==> src/design/mio0_lz_decompressor_macros.svh <==
// ----------------------------------------------------------------------------
// MIO0 decompressor assertion macros
// Concurrent assertion wrappers, compiled out when ASSERT_OFF is defined.
// ----------------------------------------------------------------------------
`ifndef MIO0_LZ_DECOMPRESSOR_MACROS_SVH
`define MIO0_LZ_DECOMPRESSOR_MACROS_SVH

`ifndef ASSERT_OFF

`define MLZ_ASSERT_ALWAYS(label, clk, rst, prop, msg) \
   label: assert property (@(posedge clk) disable iff (rst) (prop)) \
      else $error(msg);

`define MLZ_ASSERT_IMPLY(label, clk, rst, ante, cons, msg) \
   label: assert property (@(posedge clk) disable iff (rst) (ante) |-> (cons)) \
      else $error(msg);

`else

`define MLZ_ASSERT_ALWAYS(label, clk, rst, prop, msg)

`define MLZ_ASSERT_IMPLY(label, clk, rst, ante, cons, msg)

`endif

`endif

==> src/design/mlz_pkg.sv <==
// ----------------------------------------------------------------------------
// MIO0 decompressor package
// Shared widths, token and error codes, state and command types.
// ----------------------------------------------------------------------------
`default_nettype none

package mlz_pkg;

   localparam int WINDOW_DEPTH = 4096;
   localparam int WIN_AW       = $clog2(WINDOW_DEPTH);

   localparam int SIZE_W    = 24;
   localparam int WORD_W    = 32;
   localparam int BYTE_W    = 8;
   localparam int PAIR_W    = 16;
   localparam int OFS_W     = 12;
   localparam int DIST_W    = OFS_W + 1;
   localparam int CNT_W     = 5;
   localparam int BITS_W    = 6;
   localparam int CTRL_BITS = 32;
   localparam int MIN_MATCH = 3;

   typedef enum logic [1:0] {
      KIND_CTRL = 2'd0,
      KIND_RAW  = 2'd1,
      KIND_PAIR = 2'd2,
      KIND_NONE = 2'd3
   } kind_type;

   typedef enum logic [1:0] {
      ERR_OK           = 2'd0,
      ERR_KIND         = 2'd1,
      ERR_FINISHED     = 2'd2,
      ERR_BEFORE_START = 2'd3
   } err_type;

   typedef enum logic {
      ST_IDLE,
      ST_COPY
   } state_type;

   typedef enum logic [2:0] {
      OP_NONE,
      OP_STATUS,
      OP_CTRL,
      OP_RAW,
      OP_PAIR,
      OP_COPY
   } op_type;

   typedef struct packed {
      op_type  op;
      err_type err;
   } cmd_type;

   typedef struct packed {
      kind_type need;
      logic     done;
      logic     copy_last;
      logic     rsp_full;
   } stat_type;

endpackage

`default_nettype wire

==> src/design/mlz_ctrl.sv <==
// ----------------------------------------------------------------------------
// MIO0 decompressor controller
// Classifies each token and sequences back-reference copies one byte a cycle while the result register is free to load.
// ----------------------------------------------------------------------------
`default_nettype none

module mlz_ctrl (
   input  wire logic             clock,
   input  wire logic             reset,
   input  wire logic             req_valid,
   input  wire logic [1:0]       req_type,
   output logic                  req_ready,
   input  wire logic             rsp_ready,
   input  wire mlz_pkg::stat_type stat,
   output mlz_pkg::cmd_type      cmd
);

   mlz_pkg::state_type state_ff, state_in;
   logic load_ok;

   assign load_ok = !stat.rsp_full || rsp_ready;

   always_ff @(posedge clock) begin
      if (reset) begin
         state_ff <= mlz_pkg::ST_IDLE;
      end else begin
         state_ff <= state_in;
      end
   end

   always_comb begin
      state_in  = state_ff;
      req_ready = 1'b0;
      cmd.op    = mlz_pkg::OP_NONE;
      cmd.err   = mlz_pkg::ERR_OK;
      unique case (state_ff)
         mlz_pkg::ST_IDLE: begin
            req_ready = load_ok;
            if (req_valid && load_ok) begin
               if (stat.done) begin
                  cmd.op  = mlz_pkg::OP_STATUS;
                  cmd.err = mlz_pkg::ERR_FINISHED;
               end else if (req_type != stat.need) begin
                  cmd.op  = mlz_pkg::OP_STATUS;
                  cmd.err = mlz_pkg::ERR_KIND;
               end else begin
                  unique case (mlz_pkg::kind_type'(req_type))
                     mlz_pkg::KIND_CTRL: cmd.op = mlz_pkg::OP_CTRL;
                     mlz_pkg::KIND_RAW:  cmd.op = mlz_pkg::OP_RAW;
                     mlz_pkg::KIND_PAIR: begin
                        cmd.op   = mlz_pkg::OP_PAIR;
                        state_in = mlz_pkg::ST_COPY;
                     end
                     default: begin
                        cmd.op  = mlz_pkg::OP_STATUS;
                        cmd.err = mlz_pkg::ERR_KIND;
                     end
                  endcase
               end
            end
         end
         mlz_pkg::ST_COPY: begin
            if (load_ok) begin
               cmd.op = mlz_pkg::OP_COPY;
               if (stat.copy_last) begin
                  state_in = mlz_pkg::ST_IDLE;
               end
            end
         end
         default: state_in = mlz_pkg::ST_IDLE;
      endcase
   end

endmodule

`default_nettype wire

==> config.mk <==
export PLATFORM = sky130hd
export DESIGN_NAME = mlz_ctrl
export DESIGN_NICKNAME = d
export VERILOG_FILES = /design/src/design/mio0_lz_decompressor_macros.svh /design/src/design/mlz_pkg.sv /design/src/design/mlz_ctrl.sv
export SDC_FILE = /design/constraint.sdc
export NUM_CORES = 1
export LEC_CHECK = 0
export BUFFER_PORTS_ARGS = -buffer_cell sky130_fd_sc_hd__buf_4
export CAP_MARGIN = 10
export CORE_AREA = 2 2 39 41
export DETAILED_ROUTE_END_ITERATION = 16
export DIE_AREA = 0 0 41 43
export GPL_TIMING_DRIVEN = 0
export SYNTH_ARGS = -nofsm -noshare
export SYNTH_HDL_FRONTEND = slang
export SYNTH_SLANG_ARGS = --single-unit
export TNS_END_PERCENT = 30
==> constraint.sdc <==
create_clock -name clock -period 2.9 [get_ports clock]
set_clock_uncertainty 0.15 [all_clocks]
set_input_delay 0.145 -clock clock [delete_from_list [all_inputs] [get_ports clock]]
set_output_delay 0.145 -clock clock [all_outputs]
set_load 0.02 [all_outputs]
# Yosys cells after proc, flatten, opt, wreduce, memory -nomap -nowiden
# Cells that the tools add are included.
[word_totals] reg_bits=1 input_bits=11 out_inout_bits=6 wordCells=26
[classes] eq_ne=3 mux=16 n_bitwise=1 reduce_logical=5
[ops] cell="2-to-1 mux 5 bit" n=3
[ops] cell="one-hot mux 3 bit (3 select lines)" n=1
[ops] cell="2-to-1 mux 1 bit" n=8
[ops] cell="one-hot mux 3 bit (2 select lines)" n=1
[ops] cell="2-to-1 mux 3 bit" n=1
[ops] cell="OR reduction 3 bit" n=1
[ops] cell="equality test 2 x 1 -> 1 bit (second input constant)" n=1
[ops] cell="equality test 2 bit (second input constant)" n=1
[ops] cell="zero test 2 bit" n=1
[ops] cell="2-to-1 mux 2 bit" n=1
[ops] cell="inequality test 2 bit" n=1
[ops] cell="one-hot mux 1 bit (2 select lines)" n=1
[ops] cell="logical AND 1 bit" n=1
[ops] cell="zero test 1 bit" n=1
[ops] cell="logical OR 1 bit" n=1
[ops] cell="inverter 1 bit" n=1

# Logic depth before layout (Yosys ltp)
[depth] word_depth=7 mapped_depth=3 mapped_depth_nobuf=3

# Worst setup path before layout
# No wires, ideal clock.
[synth_path] path_type="reg-to-output" start="register state_ff" end="output port cmd[3] (netlist name)" t_arrival_ps=1559 t_required_ps=2605 slack_ps=1046 stages_incl_launch_ff=3 n_path_buf=0 cell_sequence="dfxtp_1 > or4b_4 > nor4_1"
[synth_lines] item="start: declaration" line_no="mlz_ctrl.sv:18" text="mlz_pkg::state_type state_ff, state_in;"
[synth_lines] item="start signal: assignment" line_no="mlz_ctrl.sv:25" text="state_ff <= mlz_pkg::ST_IDLE;"
[synth_lines] item="start signal: assignment" line_no="mlz_ctrl.sv:27" text="state_ff <= state_in;"
[synth_lines] item="end: declaration" line_no="mlz_ctrl.sv:15" text="output mlz_pkg::cmd_type cmd"

==> impl_metrics.tcl <==
set metrics [dict create \
    status "completed" \
    largest_reg_flops 1 \
    die_x_um 41 \
    critical-path-max-stage-delay_ns 0.51 \
    finalSetupTns_ns 0 \
    wl_per_cell_um 9.500 \
    firstDrtPassIters 3 \
    path_common_cell "buf_4" \
    final_common_cell "buf_4" \
    cp_slowest_cell "or4b_4" \
    tightest_slew_ns 0.2611 \
    report.final.hold_viol_count 0 \
    hold_class "in -> reg" \
    cts.hold.buffers_added 0 \
    port_buffers 16 \
    arrival_ns 1.37 \
    dpl.cell_count 54 \
    fin_nets 51 \
    synth_seq_cells 1 \
    crit_required_ns 2.61 \
    post-route-util_pct 22.24 \
    row_count 14 \
    ant_nets 0 \
    cp_cell_sequence "buf_4, nor2b_4, or4b_4, o41ai_2, buf_4" \
    rsz0062_at_grt "false" \
    crit_path_max_fanout 4 \
    fin_crit_ns 1.664 \
    fin_cells 54 \
    grt_pass1_wl_um 745 \
    drc 0 \
    dieArea_sq_um 1763 \
    startpoint_type "primary input" \
    final_cell_mix "16 x buf_4, 3 x nor2_1, 2 x xor2_1, 2 x o21ai_0, 2 x nand2_1" \
    path_class "in -> out" \
    place_congestion 0.6382 \
    crit_buf_inv 2 \
    syn_avg_cell_area_sq_um 7.621 \
    antenna_found_initial 0 \
    drv_slew 0 \
    ir_worst_vdd_v 0.00008133 \
    maxCapViolCount 0 \
    vias_per_cell 4.185 \
    p_leak_nw 0.1456 \
    yosys.area.top_type "dfxtp_1" \
    fmax_ghz 0.6010 \
    netlist_instances 22 \
    routed_wl_um 513 \
    ctsResizeCount 0 \
    cts_setup_buffers 0 \
    die_y_um 43 \
    clkTransAtPathRegs_ns 0 \
    overflow 0 \
    dr.first_iter.drc_count 2 \
    crit_path_end_kind "output pin" \
    hpwlAfterDp_um 455.4 \
    diodes 0 \
    reg.largest.list "state_ff (1)" \
    synth_top_area_share_pct 11.94 \
    clock_latency_ns 0 \
    grt_max_degree 7 \
    syn-cell-area_sq_um 167.7 \
    num_io_pins 17 \
    yosysWarnings 0 \
    start_util_pct 12.12 \
    p_per_area_nw_per_um2 168.3 \
    mappedNetlistNets 33 \
    drive_gt1_share_pct 52.63 \
    ys_types 17 \
    core_area_sq_um 1384 \
    syn2layout_area_growth_pct 83.58 \
    grt_use_total_pct 5.800 \
    num_vias 226 \
    relSlewSlack_pct 82.46 \
    cpLargestDelayFamily "simple AND/OR/NAND/NOR gates" \
    grt_pass1_vias 183 \
    ys_seq_area_share_pct 11.94 \
    regMostFlops "state_ff" \
    period_share_pct 57.38 \
    synth_area_leaders "dfxtp_1 12%, xor2_1 10%, o41ai_2 9.7%" \
    setup_viol 0 \
]
-- worst paths after layout --
check | start | end | slack [ns] | cells after the start
worst min register to register | state_ff | state_ff | 0.42 | 2
worst min-delay path | reset | state_ff | 0.23 | 2
worst max-delay path | stat[0] | cmd[4] | 1.24 | 5
worst max register to register | state_ff | state_ff | 1.63 | 2
-- cells in the mapped netlist --
cell type and number:
a21oi_1 1, nor2b_4 1, o21ai_0 2, nor4_1 1
nand2_1 2, and3_1 1, o22ai_1 1, inv_1 1
or4b_4 1, or2b_2 1, a311oi_1 1, xor2_1 2
nor3_1 1, nor2_1 3, or4_1 1, o41ai_2 1
dfxtp_1 1
-- layout make-up --
| type | instances | area [sq um] |
|---|---|---|
| fill | 162 | 1076 |
| multi-input combinational | 20 | 143.9 |
| timing repair buffer | 16 | 120.1 |
| sequential | 1 | 20.02 |
| tap | 16 | 20.02 |
| inverter | 1 | 3.754 |
-- cell families after synthesis --
| family | share of synthesized area [%] |
|---|---|
| simple gates | 47.76 |
| compound gates | 27.62 |
| xor+xnor | 10.45 |
| flops | 11.94 |
| buf+inv | 2.237 |
-- through the flow --
stage	instance area (sq um)	total power, mW	hold WS [ns]	setup WS (ns)
global placement	307.8	0.05159	0.2139	1.224
detailed placement	307.8	0.05204	0.2337	1.219
CTS	307.8	0.05213	0.2382	1.218
floorplan	167.7	0.03023	0.1088	1.046
finish	307.8	0.05180	0.2293	1.236
global route	307.8	0.05513	0.2465	1.131
-- report_power, final --
group          switching [mW]  leakage [nW]  internal (mW)
clock                       0             0              0
combinational          0.0177         0.138         0.0198
sequential           0.000141       0.00806         0.0141
total                  0.0178         0.146         0.0340
-- metal layers --
layer	GRT usage (%)	wire (um)
met1	9.206	231
met2	9.063	222
met3	0	59
met4	0	0
met5	0	0
No activity file was read; power rests on OpenSTA's default activity.
